==> src/design/bmm_pkg.sv <==
// ----------------------------------------------------------------------------
// bmm_pkg
// Types, register addresses and a helper function that the bank mapper
// modules share.
// ----------------------------------------------------------------------------
package bmm_pkg;

    // request action codes
    typedef enum logic [1:0] {
        ACT_TRANSLATE = 2'd0,
        ACT_IO_WRITE  = 2'd1,
        ACT_ROM_BANK  = 2'd2,
        ACT_EXT_BANK  = 2'd3
    } action_t;

    // result kind codes
    typedef enum logic [1:0] {
        KIND_ADDRESS   = 2'd0,
        KIND_OAM_COPY  = 2'd1,
        KIND_VRAM_COPY = 2'd2,
        KIND_NONE      = 2'd3
    } kind_t;

    // configuration port
    localparam int unsigned CFG_ADDR_W   = 3;
    localparam int unsigned CFG_DATA_W   = 32;
    localparam logic        CFG_IDX_ROM_SIZE = 1'b0;

    // i/o register addresses
    localparam logic [15:0] IO_OAM_DMA    = 16'hFF46;
    localparam logic [15:0] IO_VIDEO_BANK = 16'hFF4F;
    localparam logic [15:0] IO_SRC_HIGH   = 16'hFF51;
    localparam logic [15:0] IO_SRC_LOW    = 16'hFF52;
    localparam logic [15:0] IO_DST_HIGH   = 16'hFF53;
    localparam logic [15:0] IO_DST_LOW    = 16'hFF54;
    localparam logic [15:0] IO_XFER_START = 16'hFF55;
    localparam logic [15:0] IO_WORK_BANK  = 16'hFF70;

    // memory map boundaries
    localparam logic [15:0] ECHO_START  = 16'hE000;
    localparam logic [15:0] ECHO_END    = 16'hFE00;
    localparam logic [15:0] ECHO_FOLD   = 16'h2000;
    localparam logic [15:0] ROM_SW_BASE = 16'h4000;
    localparam logic [15:0] VRAM_BASE   = 16'h8000;
    localparam logic [15:0] EXT_BASE    = 16'hA000;
    localparam logic [15:0] WRAM0_BASE  = 16'hC000;
    localparam logic [15:0] WRAM_SW_BASE = 16'hD000;

    // transfer constants
    localparam logic [15:0] OAM_BASE       = 16'hFE00;
    localparam logic [11:0] OAM_LENGTH     = 12'hA0;
    localparam logic [15:0] XFER_SRC_MASK  = 16'hFFF0;
    localparam logic [15:0] XFER_DST_MASK  = 16'h1FF0;
    localparam logic [7:0]  XFER_DONE      = 8'hFF;

    typedef struct packed {
        action_t     action;
        logic [15:0] address;
        logic [7:0]  value;
        logic [8:0]  bank_number;
    } item_t;

    typedef struct packed {
        kind_t       kind;
        logic [7:0]  bank;
        logic [15:0] offset;
        logic [15:0] copy_source;
        logic [15:0] copy_destination;
        logic [11:0] copy_length;
    } result_t;

    // rom bank mask from the header size code: 16 KiB blocks minus one
    function automatic logic [7:0] rom_mask(input logic [6:0] code);
        logic [17:0] blocks;
        blocks = (18'd2 << code[3:0]) + (((code & 7'h50) != 7'd0) ? 18'd64 : 18'd0)
                 - 18'd1;
        return blocks[7:0];
    endfunction

endpackage

==> src/design/bmm_cfg.sv <==
// ----------------------------------------------------------------------------
// bmm_cfg
// APB-style configuration port holding the cartridge rom size code.
// ----------------------------------------------------------------------------
module bmm_cfg (
    input  logic                             clk,
    input  logic                             rst_n,
    input  logic                             psel,
    input  logic                             penable,
    input  logic                             pwrite,
    input  logic [bmm_pkg::CFG_ADDR_W-1:0]   paddr,
    input  logic [bmm_pkg::CFG_DATA_W-1:0]   pwdata,
    output logic [bmm_pkg::CFG_DATA_W-1:0]   prdata,
    output logic                             pready,
    output logic [6:0]                       rom_size_code
);

    logic       wr_en;
    logic       hit_rom_size;
    logic [6:0] rom_size_code_reg;

    // word decode
    assign hit_rom_size = (paddr[2] == bmm_pkg::CFG_IDX_ROM_SIZE);
    assign wr_en        = psel && penable && pwrite && pready;
    assign pready       = 1'b1;

    always_ff @(posedge clk or negedge rst_n)
    begin
        if (!rst_n)
        begin
            rom_size_code_reg <= 7'd0;
        end
        else if (wr_en && hit_rom_size)
        begin
            rom_size_code_reg <= pwdata[6:0];
        end
    end

    // read back
    always_comb
    begin
        prdata = '0;
        if (hit_rom_size)
        begin
            prdata = {{(bmm_pkg::CFG_DATA_W-7){1'b0}}, rom_size_code_reg};
        end
    end

    assign rom_size_code = rom_size_code_reg;

endmodule

==> src/design/bmm_core.sv <==
// ----------------------------------------------------------------------------
// bmm_core
// Bank state registers and the single-pass request decode: address
// translation, bank selects and transfer command generation.
// ----------------------------------------------------------------------------
module bmm_core #(
    parameter int unsigned WORK_BANKS  = 8,
    parameter int unsigned VIDEO_BANKS = 2
) (
    input  logic             clk,
    input  logic             rst_n,
    input  logic             enable,
    input  bmm_pkg::item_t   item,
    input  logic [6:0]       rom_size_code,
    output bmm_pkg::result_t result
);

    localparam logic [3:0] WB_COUNT   = 4'(WORK_BANKS);
    localparam logic       VIDEO_MASK = 1'(VIDEO_BANKS - 1);

    logic [7:0]  rom_bank_sel_reg,   rom_bank_sel_next;
    logic        video_bank_sel_reg, video_bank_sel_next;
    logic [2:0]  work_bank_sel_reg,  work_bank_sel_next;
    logic [3:0]  ext_bank_sel_reg,   ext_bank_sel_next;
    logic [15:0] xfer_src_reg,       xfer_src_next;
    logic [15:0] xfer_dst_reg,       xfer_dst_next;
    logic [7:0]  xfer_count_reg,     xfer_count_next;

    logic [15:0] folded;
    logic [3:0]  wb_val;
    logic [11:0] xfer_len;
    logic [15:0] xfer_start_src;
    logic [15:0] xfer_start_dst;

    // echo fold
    always_comb
    begin
        folded = item.address;
        if (item.address >= bmm_pkg::ECHO_START && item.address < bmm_pkg::ECHO_END)
        begin
            folded = item.address - bmm_pkg::ECHO_FOLD;
        end
    end

    // work bank wrap, zero maps to one
    always_comb
    begin
        wb_val = {1'b0, item.value[2:0]};
        for (int i = 0; i < 4; i++)
        begin
            if (wb_val >= WB_COUNT)
            begin
                wb_val = wb_val - WB_COUNT;
            end
        end
        if (wb_val == 4'd0)
        begin
            wb_val = 4'd1;
        end
    end

    // general transfer start and length
    assign xfer_len       = {(5'd0 + item.value[6:0]) + 8'd1, 4'd0};
    assign xfer_start_src = xfer_src_reg & bmm_pkg::XFER_SRC_MASK;
    assign xfer_start_dst = (xfer_dst_reg & bmm_pkg::XFER_DST_MASK) | bmm_pkg::VRAM_BASE;

    // request decode
    always_comb
    begin
        rom_bank_sel_next   = rom_bank_sel_reg;
        video_bank_sel_next = video_bank_sel_reg;
        work_bank_sel_next  = work_bank_sel_reg;
        ext_bank_sel_next   = ext_bank_sel_reg;
        xfer_src_next       = xfer_src_reg;
        xfer_dst_next       = xfer_dst_reg;
        xfer_count_next     = xfer_count_reg;
        result              = '0;
        result.kind         = bmm_pkg::KIND_NONE;

        unique case (item.action)
            bmm_pkg::ACT_TRANSLATE:
            begin
                result.kind   = bmm_pkg::KIND_ADDRESS;
                result.offset = folded;
                priority if (folded >= bmm_pkg::ROM_SW_BASE && folded < bmm_pkg::VRAM_BASE)
                begin
                    result.bank = rom_bank_sel_reg;
                end
                else if (folded >= bmm_pkg::VRAM_BASE && folded < bmm_pkg::EXT_BASE)
                begin
                    result.bank = {7'd0, video_bank_sel_reg};
                end
                else if (folded >= bmm_pkg::EXT_BASE && folded < bmm_pkg::WRAM0_BASE)
                begin
                    result.bank = {4'd0, ext_bank_sel_reg};
                end
                else if (folded >= bmm_pkg::WRAM_SW_BASE && folded < bmm_pkg::ECHO_START)
                begin
                    result.bank = {5'd0, work_bank_sel_reg};
                end
                else
                begin
                    result.bank = 8'd0;
                end
            end
            bmm_pkg::ACT_IO_WRITE:
            begin
                unique case (item.address)
                    bmm_pkg::IO_VIDEO_BANK:
                    begin
                        video_bank_sel_next = item.value[0] & VIDEO_MASK;
                    end
                    bmm_pkg::IO_OAM_DMA:
                    begin
                        if (item.value != 8'd0)
                        begin
                            result.kind             = bmm_pkg::KIND_OAM_COPY;
                            result.copy_source      = {item.value, 8'd0};
                            result.copy_destination = bmm_pkg::OAM_BASE;
                            result.copy_length      = bmm_pkg::OAM_LENGTH;
                        end
                    end
                    bmm_pkg::IO_WORK_BANK:
                    begin
                        work_bank_sel_next = wb_val[2:0];
                    end
                    bmm_pkg::IO_SRC_HIGH:
                    begin
                        xfer_src_next = {item.value, xfer_src_reg[7:0]};
                    end
                    bmm_pkg::IO_SRC_LOW:
                    begin
                        xfer_src_next = {xfer_src_reg[15:8], item.value};
                    end
                    bmm_pkg::IO_DST_HIGH:
                    begin
                        xfer_dst_next = {item.value, xfer_dst_reg[7:0]};
                    end
                    bmm_pkg::IO_DST_LOW:
                    begin
                        xfer_dst_next = {xfer_dst_reg[15:8], item.value};
                    end
                    bmm_pkg::IO_XFER_START:
                    begin
                        if (item.value[7])
                        begin
                            // h-blank mode is only recorded
                            xfer_count_next = item.value;
                        end
                        else
                        begin
                            result.kind             = bmm_pkg::KIND_VRAM_COPY;
                            result.copy_source      = xfer_start_src;
                            result.copy_destination = xfer_start_dst;
                            result.copy_length      = xfer_len;
                            xfer_src_next   = xfer_start_src + {4'd0, xfer_len};
                            xfer_dst_next   = xfer_start_dst + {4'd0, xfer_len};
                            xfer_count_next = bmm_pkg::XFER_DONE;
                        end
                    end
                    default:
                    begin
                        result.kind = bmm_pkg::KIND_NONE;
                    end
                endcase
            end
            bmm_pkg::ACT_ROM_BANK:
            begin
                rom_bank_sel_next = item.bank_number[7:0] & bmm_pkg::rom_mask(rom_size_code);
            end
            bmm_pkg::ACT_EXT_BANK:
            begin
                ext_bank_sel_next = item.bank_number[3:0];
            end
            default:
            begin
                result.kind = bmm_pkg::KIND_NONE;
            end
        endcase
    end

    // state registers
    always_ff @(posedge clk or negedge rst_n)
    begin
        if (!rst_n)
        begin
            rom_bank_sel_reg   <= 8'd1;
            video_bank_sel_reg <= 1'b0;
            work_bank_sel_reg  <= 3'd1;
            ext_bank_sel_reg   <= 4'd0;
            xfer_src_reg       <= 16'd0;
            xfer_dst_reg       <= 16'd0;
            xfer_count_reg     <= 8'd0;
        end
        else if (enable)
        begin
            rom_bank_sel_reg   <= rom_bank_sel_next;
            video_bank_sel_reg <= video_bank_sel_next;
            work_bank_sel_reg  <= work_bank_sel_next;
            ext_bank_sel_reg   <= ext_bank_sel_next;
            xfer_src_reg       <= xfer_src_next;
            xfer_dst_reg       <= xfer_dst_next;
            xfer_count_reg     <= xfer_count_next;
        end
    end

endmodule

==> src/design/banked_memory_mapper_with_dma.sv <==
// ----------------------------------------------------------------------------
// banked_memory_mapper_with_dma
// Bank switch state and transfer command issue for an 8-bit handheld map.
// ----------------------------------------------------------------------------
// Takes one request per clock and returns one result per request, in order.
// A request is captured in an input register, decoded combinationally
// against the bank state, and its result lands in an output register. A
// stalled output register holds the next request in the input register.
// The block sustains one request per cycle as long as results are taken.
// in_ready drops only when both the input and the output register hold an
// item and out_ready is low. Bank state changes take effect for the very
// next request. The rom size code must be written over the APB port only
// while no request is in flight; the block itself does not enforce it. It
// sets the mask applied to rom bank selects.
module banked_memory_mapper_with_dma #(
    parameter int unsigned WORK_BANKS  = 8,
    parameter int unsigned VIDEO_BANKS = 2
) (
    input  logic                            clk,
    input  logic                            rst_n,
    // request channel
    input  logic                            in_valid,
    output logic                            in_ready,
    input  logic [1:0]                      action,
    input  logic [15:0]                     address,
    input  logic [7:0]                      value,
    input  logic [8:0]                      bank_number,
    // result channel
    output logic                            out_valid,
    input  logic                            out_ready,
    output logic [1:0]                      kind,
    output logic [7:0]                      bank,
    output logic [15:0]                     offset,
    output logic [15:0]                     copy_source,
    output logic [15:0]                     copy_destination,
    output logic [11:0]                     copy_length,
    // configuration port
    input  logic                            psel,
    input  logic                            penable,
    input  logic                            pwrite,
    input  logic [bmm_pkg::CFG_ADDR_W-1:0]  paddr,
    input  logic [bmm_pkg::CFG_DATA_W-1:0]  pwdata,
    output logic [bmm_pkg::CFG_DATA_W-1:0]  prdata,
    output logic                            pready
);

    logic              s1_valid_reg, s1_valid_next;
    logic              out_valid_reg, out_valid_next;
    bmm_pkg::item_t    item_reg;
    bmm_pkg::result_t  result_reg;
    bmm_pkg::result_t  core_result;
    logic              s1_advance;
    logic              core_enable;
    logic              in_fire;
    logic [6:0]        rom_size_code;

    // configuration
    bmm_cfg u_cfg (
        .clk           (clk),
        .rst_n         (rst_n),
        .psel          (psel),
        .penable       (penable),
        .pwrite        (pwrite),
        .paddr         (paddr),
        .pwdata        (pwdata),
        .prdata        (prdata),
        .pready        (pready),
        .rom_size_code (rom_size_code)
    );

    // decode and bank state
    bmm_core #(
        .WORK_BANKS  (WORK_BANKS),
        .VIDEO_BANKS (VIDEO_BANKS)
    ) u_core (
        .clk           (clk),
        .rst_n         (rst_n),
        .enable        (core_enable),
        .item          (item_reg),
        .rom_size_code (rom_size_code),
        .result        (core_result)
    );

    // pipeline flow control
    assign s1_advance  = !out_valid_reg || out_ready;
    assign in_ready    = !s1_valid_reg || s1_advance;
    assign in_fire     = in_valid && in_ready;
    assign core_enable = s1_valid_reg && s1_advance;

    always_comb
    begin
        s1_valid_next  = s1_valid_reg;
        out_valid_next = out_valid_reg;
        if (s1_advance)
        begin
            s1_valid_next  = 1'b0;
            out_valid_next = s1_valid_reg;
        end
        if (in_fire)
        begin
            s1_valid_next = 1'b1;
        end
    end

    always_ff @(posedge clk or negedge rst_n)
    begin
        if (!rst_n)
        begin
            s1_valid_reg  <= 1'b0;
            out_valid_reg <= 1'b0;
        end
        else
        begin
            s1_valid_reg  <= s1_valid_next;
            out_valid_reg <= out_valid_next;
        end
    end

    // input register
    always_ff @(posedge clk)
    begin
        if (in_fire)
        begin
            item_reg <= '{action:      bmm_pkg::action_t'(action),
                          address:     address,
                          value:       value,
                          bank_number: bank_number};
        end
    end

    // result register
    always_ff @(posedge clk)
    begin
        if (core_enable)
        begin
            result_reg <= core_result;
        end
    end

    assign out_valid        = out_valid_reg;
    assign kind             = result_reg.kind;
    assign bank             = result_reg.bank;
    assign offset           = result_reg.offset;
    assign copy_source      = result_reg.copy_source;
    assign copy_destination = result_reg.copy_destination;
    assign copy_length      = result_reg.copy_length;

    // back pressure only when both stages are full and stalled
    a_ready_stall: assert property (@(posedge clk) disable iff (!rst_n)
        !in_ready |-> (s1_valid_reg && out_valid_reg && !out_ready))
        else $error("in_ready low without a full, stalled pipeline");

    // translated addresses carry no copy command
    a_addr_no_copy: assert property (@(posedge clk) disable iff (!rst_n)
        (out_valid && kind == bmm_pkg::KIND_ADDRESS) |->
        (copy_length == 12'd0 && copy_source == 16'd0 && copy_destination == 16'd0))
        else $error("address result with copy fields set");

    // oam copies are fixed size into object memory
    a_oam_shape: assert property (@(posedge clk) disable iff (!rst_n)
        (out_valid && kind == bmm_pkg::KIND_OAM_COPY) |->
        (copy_length == bmm_pkg::OAM_LENGTH && copy_destination == bmm_pkg::OAM_BASE
         && copy_source[7:0] == 8'd0))
        else $error("malformed oam copy command");

    // vram copies are whole 16-byte blocks into video ram
    a_vram_shape: assert property (@(posedge clk) disable iff (!rst_n)
        (out_valid && kind == bmm_pkg::KIND_VRAM_COPY) |->
        (copy_length != 12'd0 && copy_length[3:0] == 4'd0
         && copy_destination[15:13] == 3'b100 && copy_source[3:0] == 4'd0))
        else $error("malformed vram copy command");

endmodule

==> config.mk <==
export PLATFORM = sky130hd
export DESIGN_NAME = banked_memory_mapper_with_dma
export DESIGN_NICKNAME = d
export VERILOG_FILES = /design/src/design/bmm_pkg.sv /design/src/design/bmm_cfg.sv /design/src/design/bmm_core.sv /design/src/design/banked_memory_mapper_with_dma.sv
export SDC_FILE = /design/constraint.sdc
export NUM_CORES = 1
export LEC_CHECK = 0
export BUFFER_PORTS_ARGS = -buffer_cell sky130_fd_sc_hd__buf_2
export CAP_MARGIN = 10
export CORE_MARGIN = 4
export CORE_UTILIZATION = 45
export CTS_BUF_LIST = sky130_fd_sc_hd__clkbuf_2
export CTS_CLUSTER_SIZE = 16
export DETAILED_ROUTE_END_ITERATION = 8
export MAX_ROUTING_LAYER = met4
export PLACE_DENSITY = 0.69
export RECOVER_POWER = 50
export SLEW_MARGIN = 25
export SYNTH_ARGS = -nofsm -noshare
export SYNTH_HDL_FRONTEND = slang
export SYNTH_SLANG_ARGS = --single-unit
export TNS_END_PERCENT = 100
==> constraint.sdc <==
create_clock -name clk -period 6.6 [get_ports clk]
set_input_delay 0.33 -clock clk [delete_from_list [all_inputs] [get_ports clk]]
set_output_delay 0.33 -clock clk [all_outputs]
set_load 0.1 [all_outputs]
# Word level (Yosys, flattened, before mapping)
# Index checks and enable logic that the tools add are counted.
[classes]
muxes = 21
shift = 1
multipliers = 0
reduce_logical = 31
order_cmp = 10
add_sub_neg = 6
bitwise_logic = 6
n_div = 0
eq_ne = 12
[ops]
columns = ["operator", "n"]
rows = [
  ["$eq 16x16->1 const B", 8],
  ["$mux 44", 2],
  ["$pmux 44 s2", 1],
  ["$lt 16x16->1 const B", 5],
  ["$ge 16x16->1 const B", 4],
  ["$pmux 16 s3", 1],
  ["$pmux 13 s3", 1],
  ["$mux 16", 2],
  ["$reduce_and 5->1", 4],
  ["$add 16x12->16", 1],
  ["$ge 16x15->1 const B", 1],
  ["$mux 8", 2],
  ["$sub 16x14->16 const B", 1],
  ["$mux 7", 2],
  ["$add 13x12->13", 1],
  ["$mux 13", 1],
  ["$logic_and 1x1->1", 10],
  ["$reduce_bool 2->1", 5],
  ["$add 7x1->8 const B", 1],
  ["$add 8x8->8", 1],
  ["$and 8x8->8", 1],
  ["$pmux 2 s2", 2],
  ["$reduce_bool 8->1", 1],
  ["$shl 2x4->8 const A", 1],
  ["16 further kinds", 28],
]
[totals]
romBits = 0
n_memories = 0
latch_bits = 0
wordCells = 108
register_bits = 158
mem_bits_rw = 0

# Longest topological paths before layout
# Gate-level depths: netlist of the first run.
[logic_depth]
word_depth = 9
ltp_mapped = 10
depth_no_buf = 10

# Hierarchy
# A second synthesis of the first run with hierarchy kept.
[hier_totals]
cells_unflattened = 634
area_unflattened_um2 = 7604.8
[modules_own_cells]
columns = ["module", "cells_each", "area_each_um2", "instances"]
rows = [
  ["bmm_core", 471, 3806.2, 1],
  ["banked_memory_mapper_with_dma", 113, 3256.9, 1],
  ["bmm_cfg", 50, 541.8, 1],
]

# Least setup slack after synthesis of the first run
# No wires, ideal clock.
[synth_timing]
path_type = "register -> register"
startpoint = "reg out_valid_reg, in the netlist out_valid"
endpoint = "reg u_core.ext_bank_sel_reg[0]"
path_slack_ns = 3.293
stages_incl_launch_ff = 5
t_arrival_ns = 3.183
required_ns = 6.475
setup_ns = 0.125
cell_sequence = "dfrtp_1 nand2b_1 and2_1 nand3_1 mux2_2"
[synth_via]
elab_chain_cells = 4
[synth_lines]
columns = ["element", "line", "source"]
rows = [
  ["start, declared", "banked_memory_mapper_with_dma.sv:48", "logic out_valid_reg, out_valid_next;"],
  ["start signal, assigned", "banked_memory_mapper_with_dma.sv:115", "out_valid_reg <= out_valid_next;"],
  ["$logic_not 1->1", "banked_memory_mapper_with_dma.sv:85", "assign s1_advance = !out_valid_reg || out_ready;"],
  ["$logic_or 1x1->1", "banked_memory_mapper_with_dma.sv:85", ""],
  ["$logic_and 1x1->1", "banked_memory_mapper_with_dma.sv:88", "assign core_enable = s1_valid_reg && s1_advance;"],
  ["via core_enable", "banked_memory_mapper_with_dma.sv:53", "logic core_enable;"],
  ["$reduce_and 2->1 (no source line)", "--", ""],
  ["end signal, assigned", "bmm_core.sv:200", "ext_bank_sel_reg <= ext_bank_sel_next;"],
  ["end, declared", "bmm_core.sv:24", "logic [3:0] ext_bank_sel_reg, ext_bank_sel_next;"],
]
# The timed path passes the listed nets, and every way through them passes these cells.
# A chain may end at the register's enable or synchronous reset.

# Worst setup path in the final report of the first run
[layout_timing]
startpoint = "reg item_reg[9] in the netlist's numbering"
endpoint = "reg u_core.xfer_src_reg[12]"
[layout_via]
elab_chain_cells = 4
[layout_lines]
columns = ["element", "line", "source"]
rows = [
  ["start, declared", "banked_memory_mapper_with_dma.sv:49", "bmm_pkg::item_t item_reg;"],
  ["start signal, assigned", "banked_memory_mapper_with_dma.sv:124", "item_reg <= '{action: bmm_pkg::action_t'(action),"],
  ["$add 7x1->8", "bmm_core.sv:63", "assign xfer_len = {(5'd0 + item.value[6:0]) + 8'd1, 4'd0};"],
  ["$add 16x12->16", "bmm_core.sv:156", "xfer_src_next = xfer_start_src + {4'd0, xfer_len};"],
  ["$mux 16", "bmm_core.sv:145", "if (item.value[7])"],
  ["$pmux 16 s3", "bmm_core.sv:108", "unique case (item.address)"],
  ["end signal, assigned", "bmm_core.sv:201", "xfer_src_reg <= xfer_src_next;"],
  ["end, declared", "bmm_core.sv:25", "logic [15:0] xfer_src_reg, xfer_src_next;"],
]
# Every way passes these cells. The select of a mux whose other input is x is not followed.

==> flow_summary_export.csv, run 1 <==
group,metric,value,unit
clocking,path_clk_slew,0.23,ns
hold_path,hp-class,"input pin to flip-flop",
worst_setup_path,crit_start,"item_reg[9]",
sta,relSlewSlack,-81.8,%
synth,yosysMostFrequentCell,"edfxtp_1",
global_routing,grt_usage,20.7,%
floorplan,core-area,15800,sq um
cells_and_area,drive_above_1_share,17.9,%
floorplan,initial_core_util,45.6,%
clocking,cts_tree,"yes",
routing,drt-vias-per-instance,5.50,
global_routing,grt_pass1_wl,28.7,mm
clocking,clock_sinks,137,
sta,fmax,309,MHz
sta,fin_setup_tns,0,ns
flow_run,maxCapViolCount,2,
sta,tightest_slew,2.73,ns
floorplan,ios,182,
routing,m1WireLength,8.08,mm
clocking,clock_latency,0.73,ns
power,ir_drop,0.000126,V
floorplan,die_w,135,microns
global_routing,grt_max_degree,53,
clocking,cts_buffer_depth,2,
synth,synth_area_leaders,"edfxtp_1, dfrtp_1, ha_1",
placement,port_buffers,115,
worst_setup_path,cp_max_fo,7,
global_routing,grt_pass1_vias,5537,
synth,yosys_warnings,0,
placement,hpwl,12.9,mm
global_routing,antenna_found_initial,1,
worst_setup_path,timing.rr.end,"u_core.xfer_src_reg[12]",
clocking,cts_buffers,17,
synth,synth_area_per_cell,11.1,sq um
synth,synth_area_leader_cell,"edfxtp_1",
cells_and_area,largest_reg_flops,34,
routing,drt_iter0_drc,431,
worst_setup_path,crit_path_end_kind,"flip-flop",
placement,place.gp.congestion,0.926,
worst_setup_path,max_stage_delay,0.66,ns
run_status,violations,"max-capacitance violations, max-slew violations",
clocking,ctsResizeCount,0,
sta,finalSetupViolCount,0,
worst_setup_path,r2r_start,"item_reg[9]",
synth,synth_common_cells,"edfxtp_1, nand2_1, dfrtp_1",
routing,wl,17.9,mm
routing,met3_wirelength,1.31,mm
routing,wl_per_cell,17.3,microns
sta,hold_viol,0,
routing,via_count,5667,
synth,synth_ff_type,"edfxtp_1",
worst_setup_path,startpoint_type,"flip-flop",
routing,antenna_left,0,
sta,slew_viol_final,82,
sta,fin_crit,3.24,ns
cells_and_area,seq_area,3890,sq um
sta,period_share,49.0,%
synth,synth_seq_cells,137,
global_routing,grt.overflow.total,0,
cells_and_area,syn2layout_area_growth,17.9,%
worst_setup_path,crit_chain,"inv_1, ha_1, fa_1, a211oi_1, o21ai_0, a2111oi_0, o21ai_1, o311ai_1",
worst_setup_path,worstPathArrival,3.89,ns
placement,placed_area,7830,sq um
sta,rsz0062_at_grt,"false",
worst_setup_path,cp.required,7.25,ns
floorplan,row_count,46,
worst_setup_path,r2r_cells,8,
cells_and_area,postLayoutCellArea,8510,sq um
routing,dr_wl_met2,8.16,mm
floorplan,die_h,135,microns
routing,dr.pass1.iters,7,
cells_and_area,fillers,1402,
clocking,cts_htree_levels,4,
cells_and_area,multi_input_area,3000,sq um
clocking,cts_root_buffer,"clkbuf_2",
floorplan,die_area,18100,sq um
synth,ys_seq_area_share,53.8,%
routing,drc,0,
sta,fin_skew,0.0424,ns
synth,synth_cell_types,71,
worst_setup_path,slowest_stage,"edfxtp_1",
power,p_leak,3.52,nW
synth,ys_async_sr_fraction,33.6,%
routing,top_layer,"met4",
cells_and_area,nets,906,
worst_setup_path,path_class,"flip-flop to flip-flop",
power,p_per_area,258,nW/um^2
synth,synth_edf_count,91,
synth,syn_inst,649,
worst_setup_path,reg2reg_setup_slack,3.36,ns
run_status,outcome,"finished, violations left",
synth,syn-cell-area,7220,sq um
synth,synth_top_area_share,37.9,%
worst_setup_path,critPathCapture,"u_core.xfer_src_reg[12]",
==> placed cells by master (no fill, tap or decap), types with 6 or more instances in the layout <==
cell type	n
nor2_1	27
and2_0	14
nand2_1	53
clkbuf_1	30
mux2_2	13
nand4_1	6
and3_1	24
xnor2_1	7
o211ai_1	7
a22oi_1	11
dlygate4sd3_1	45
nand3_1	20
xor2_1	11
ha_1	25
conb_1	38
buf_2	86
o21ai_0	21
nor3_1	15
a21oi_1	38
inv_1	16
or4_1	6
nor2b_1	12
clkbuf_2	20
dfrtp_1	44
nor4_1	7
nand2b_1	9
a21o_1	8
edfxtp_1	91
==> repair_timing <==
action / CTS / global route
setup endpoints to repair: 0 / 0
hold buffers: 45 / 0
endpoints found under the hold margin: 89 / 0
buffers inserted: 0 / 0
==> per-layer routing <==
| metal | up-vias | global-route usage (%) |
|---|---|---|
| li1 | 2652 | - |
| met1 | 2731 | 27.9 |
| met2 | 257 | 31.1 |
| met3 | 27 | 4.73 |
| met4 | 0 | 6.84 |
| met5 | - | - |
==> kinds of logic (layout without fill, tap and decap cells) <==
kind of cell / after synthesis / in the layout / synth area share (%)
compound gates: 140 / 140 / 12.8
simple gates: 222 / 222 / 16.7
other cells: 2 / 39 / 0.104
mux: 18 / 18 / 2.74
xor+xnor: 18 / 18 / 2.18
fa+ha+maj: 28 / 28 / 5.16
flops: 137 / 137 / 53.8
buf+inv: 84 / 213 / 6.52
==> cell type report <==
cell class | instances | share of cell area (%)
repair buffers | 165 | 12.0
inverters | 16 | 0.706
flip-flops and latches | 137 | 45.7
clock buffers | 20 | 1.18
well taps | 216 | 3.18
clock inverters | 12 | 1.96
diodes | 1 | 0.0294
multi-input cells | 464 | 35.3
==> worst min-delay path by stage <==
stage                               startpoint                         end  slack [ns]  depth (start not counted)
floorplan                                rst_n                   out_valid        0.03                          0
CTS                                      rst_n                s1_valid_reg        0.11                          2
global placement    u_core.rom_bank_sel_reg[5]  u_core.rom_bank_sel_reg[5]        0.45                          2
global route                            pwrite      u_cfg.rom_size_code[3]        0.15                          3
finish                                  pwrite      u_cfg.rom_size_code[0]        0.22                          3
detailed placement                       rst_n      u_cfg.rom_size_code[2]        0.40                          1
==> power by group <==
group | leakage, nW | total, mW | internal (mW) | switching (mW)
clock | 0.162 | 0.552 | 0.224 | 0.329
sequential | 1.47 | 1.05 | 0.996 | 0.0526
combinational | 1.89 | 0.592 | 0.129 | 0.463
==> through the flow <==
stage	std cells	utilization [%]	hold slack (ns)	setup WS, ns	power, mW
after global placement	953	49.5	0.447	3.36	1.63
after global routing	1031	53.8	0.155	3.15	2.29
after floorplan	685	-	0.0344	3.29	1.55
after detailed placement	953	49.5	0.400	3.30	1.64
after CTS	1030	54.0	0.107	3.22	2.21
final	1031	53.8	0.220	3.36	2.19
==> critical path, delay by kind of cell, from the launching register on <==
kind                       cells  cell delay [ns]
AOI/OAI and AO/OA              5             1.25
adders and majority gates      2             1.00
buffers and inverters          1             0.25
DFF                            1             0.66
Note: power is estimated with default switching activity, not from simulation.
==> inputs of run 2 (changes only) <==
--- a/config.mk
+++ b/config.mk
@@ -13,7 +13,7 @@
 export CTS_CLUSTER_SIZE = 16
 export DETAILED_ROUTE_END_ITERATION = 8
 export MAX_ROUTING_LAYER = met4
-export PLACE_DENSITY = 0.69
+export PLACE_DENSITY = 0.72
 export RECOVER_POWER = 50
 export SLEW_MARGIN = 25
 export SYNTH_ARGS = -nofsm -noshare
==> constraint.sdc (replaced) <==
create_clock -name clk -period 2.9 [get_ports clk]
set_input_delay 0.145 -clock clk [delete_from_list [all_inputs] [get_ports clk]]
set_output_delay 0.145 -clock clk [all_outputs]
set_load 0.1 [all_outputs]
==> flow_summary_export.csv, run 2 (synthesis gave the netlist of run 1 again) <==
group,metric,value,unit
worst_setup_path,worstPathArrival,3.33,ns
clocking,clock_latency,0.72,ns
global_routing,grt_usage,20.3,%
placement,port_buffers,115,
floorplan,die_w,135,microns
routing,drt_iter0_drc,467,
clocking,cts_buffer_depth,2,
clocking,clock_sinks,137,
sta,fin_skew,0.0447,ns
clocking,cts_buffers,17,
cells_and_area,largest_reg_flops,34,
floorplan,row_count,46,
sta,relSlewSlack,-42.1,%
worst_setup_path,path_class,"flip-flop to flip-flop",
sta,rsz0062_at_grt,"false",
hold_path,hp-class,"input pin to flip-flop",
routing,drc,0,
routing,drt-vias-per-instance,5.31,
global_routing,grt_pass1_wl,28.1,mm
worst_setup_path,reg2reg_setup_slack,0.20,ns
sta,slew_viol_final,37,
power,p_per_area,579,nW/um^2
clocking,post_cts_buffers,0,
floorplan,die_h,135,microns
placement,placed_area,8070,sq um
sta,fin_setup_tns,0,ns
sta,hold_viol,0,
flow_run,maxCapViolCount,1,
sta,tightest_slew,2.13,ns
cells_and_area,drive_above_1_share,19.3,%
floorplan,die_area,18100,sq um
routing,via_count,5660,
cells_and_area,postLayoutCellArea,8820,sq um
clocking,cts_tree,"yes",
worst_setup_path,slowest_stage,"edfxtp_1",
worst_setup_path,cp_max_fo,5,
worst_setup_path,startpoint_type,"flip-flop",
placement,hpwl,12.5,mm
clocking,cts_htree_levels,4,
routing,antenna_left,0,
power,p_leak,3.66,nW
floorplan,initial_core_util,45.6,%
routing,wl_per_cell,16.6,microns
routing,dr.pass1.iters,6,
worst_setup_path,crit_path_end_kind,"flip-flop",
sta,fin_crit,2.70,ns
global_routing,grt.overflow.total,0,
cells_and_area,final_common_cell,"edfxtp_1",
global_routing,grt_max_degree,52,
clocking,cts_root_buffer,"clkbuf_2",
routing,wl,17.7,mm
cells_and_area,final_cell_mix,"edfxtp_1, buf_2, nand2_1",
worst_setup_path,cp.required,3.53,ns
global_routing,grt_pass1_vias,5393,
floorplan,ios,182,
floorplan,core-area,15800,sq um
clocking,path_clk_slew,0.22,ns
cells_and_area,nets,941,
placement,place.gp.congestion,0.976,
worst_setup_path,crit_chain,"inv_1, ha_1, fa_1, a211oi_1, o21ai_0, a2111oi_0, o21ai_1, o311ai_1",
run_status,violations,"max-capacitance violations, max-slew violations",
sta,period_share,93.1,%
sta,fmax,370,MHz
power,ir_drop,0.000304,V
worst_setup_path,max_stage_delay,0.51,ns
run_status,outcome,"finished, violations left",
cells_and_area,syn2layout_area_growth,22.2,%
sta,finalSetupViolCount,0,
global_routing,antenna_found_initial,1,
[run 2: cell types whose count changed in the layout (fill, tap and decap cells not counted), moves of 2 or more]
cell | previous run | this run
buf_2 | 86 | 74
clkbuf_1 | 30 | 43
dlygate4sd3_1 | 45 | 52
buf_4 | 4 | 28
and2_0 | 14 | 12
[run 2: metal layers]
layer  vias to the layer above  global-route usage, %  share of wire [%]
met4                         0                   8.37                2.7
met2                       263                   30.1                 45
met3                        41                   3.17                6.9
met1                      2639                   28.0                 45
li1                       2717                      -                  -
met5                         -                      -                  0
[run 2: final cells by class]
cell class / instances / area, sq um
inverters: 16 / 60.1
flip-flops and latches: 137 / 3890
clock inverters: 14 / 208
repair buffers: 200 / 1290
well taps: 216 / 270
clock buffers: 18 / 90.1
diodes: 1 / 2.50
multi-input cells: 464 / 3010
fillers: 1393 / 7010
[run 2: worst paths after layout]
check / from / end / cells after the start
max reg2reg: item_reg[10] / u_core.xfer_src_reg[12] / 8
max: item_reg[10] / u_core.xfer_src_reg[12] / 8
min: bank_number[6] / item_reg[6] / 2
min in group asynchronous: rst_n / u_core.rom_bank_sel_reg[6] / 2
max in group asynchronous: rst_n / u_core.xfer_dst_reg[8] / 3
min reg2reg: item_reg[0] / u_core.rom_bank_sel_reg[0] / 2
[run 2: timing repair]
item                                   4_1_cts  5_1_grt
endpoints found under the hold margin       78        0
hold buffers                                52        0
setup endpoints to repair                    0        1
gates resized for setup                      0        1
[run 2: critical path, delay by kind of cell (launching register included)]
kind | cells | cell delay, ns
DFF | 1 | 0.51
adders and majority gates | 2 | 0.80
buffers and inverters | 1 | 0.17
AOI/OAI and AO/OA | 5 | 1.14
[run 2: through the flow]
| step | hold slack [ns] | worst slack, ns | cells | util (%) | power [mW] |
|---|---|---|---|---|---|
| CTS | 0.0258 | 0.171 | 1065 | 56.2 | 5.15 |
| detailed placement | 0.323 | 0.273 | 981 | 51.0 | 3.74 |
| finish | 0.118 | 0.200 | 1066 | 55.7 | 5.11 |
| global route | 0.0586 | 0.0205 | 1066 | 55.7 | 5.33 |
| global placement | 0.318 | 0.301 | 981 | 51.0 | 3.72 |
| floorplan | -0.151 | 0.260 | 685 | - | 3.52 |
[run 2: power by group]
part           leakage (nW)  switching (mW)  internal, mW
logic                  2.02            1.07         0.338
registers              1.47           0.102          2.27
clock network         0.168           0.740         0.591
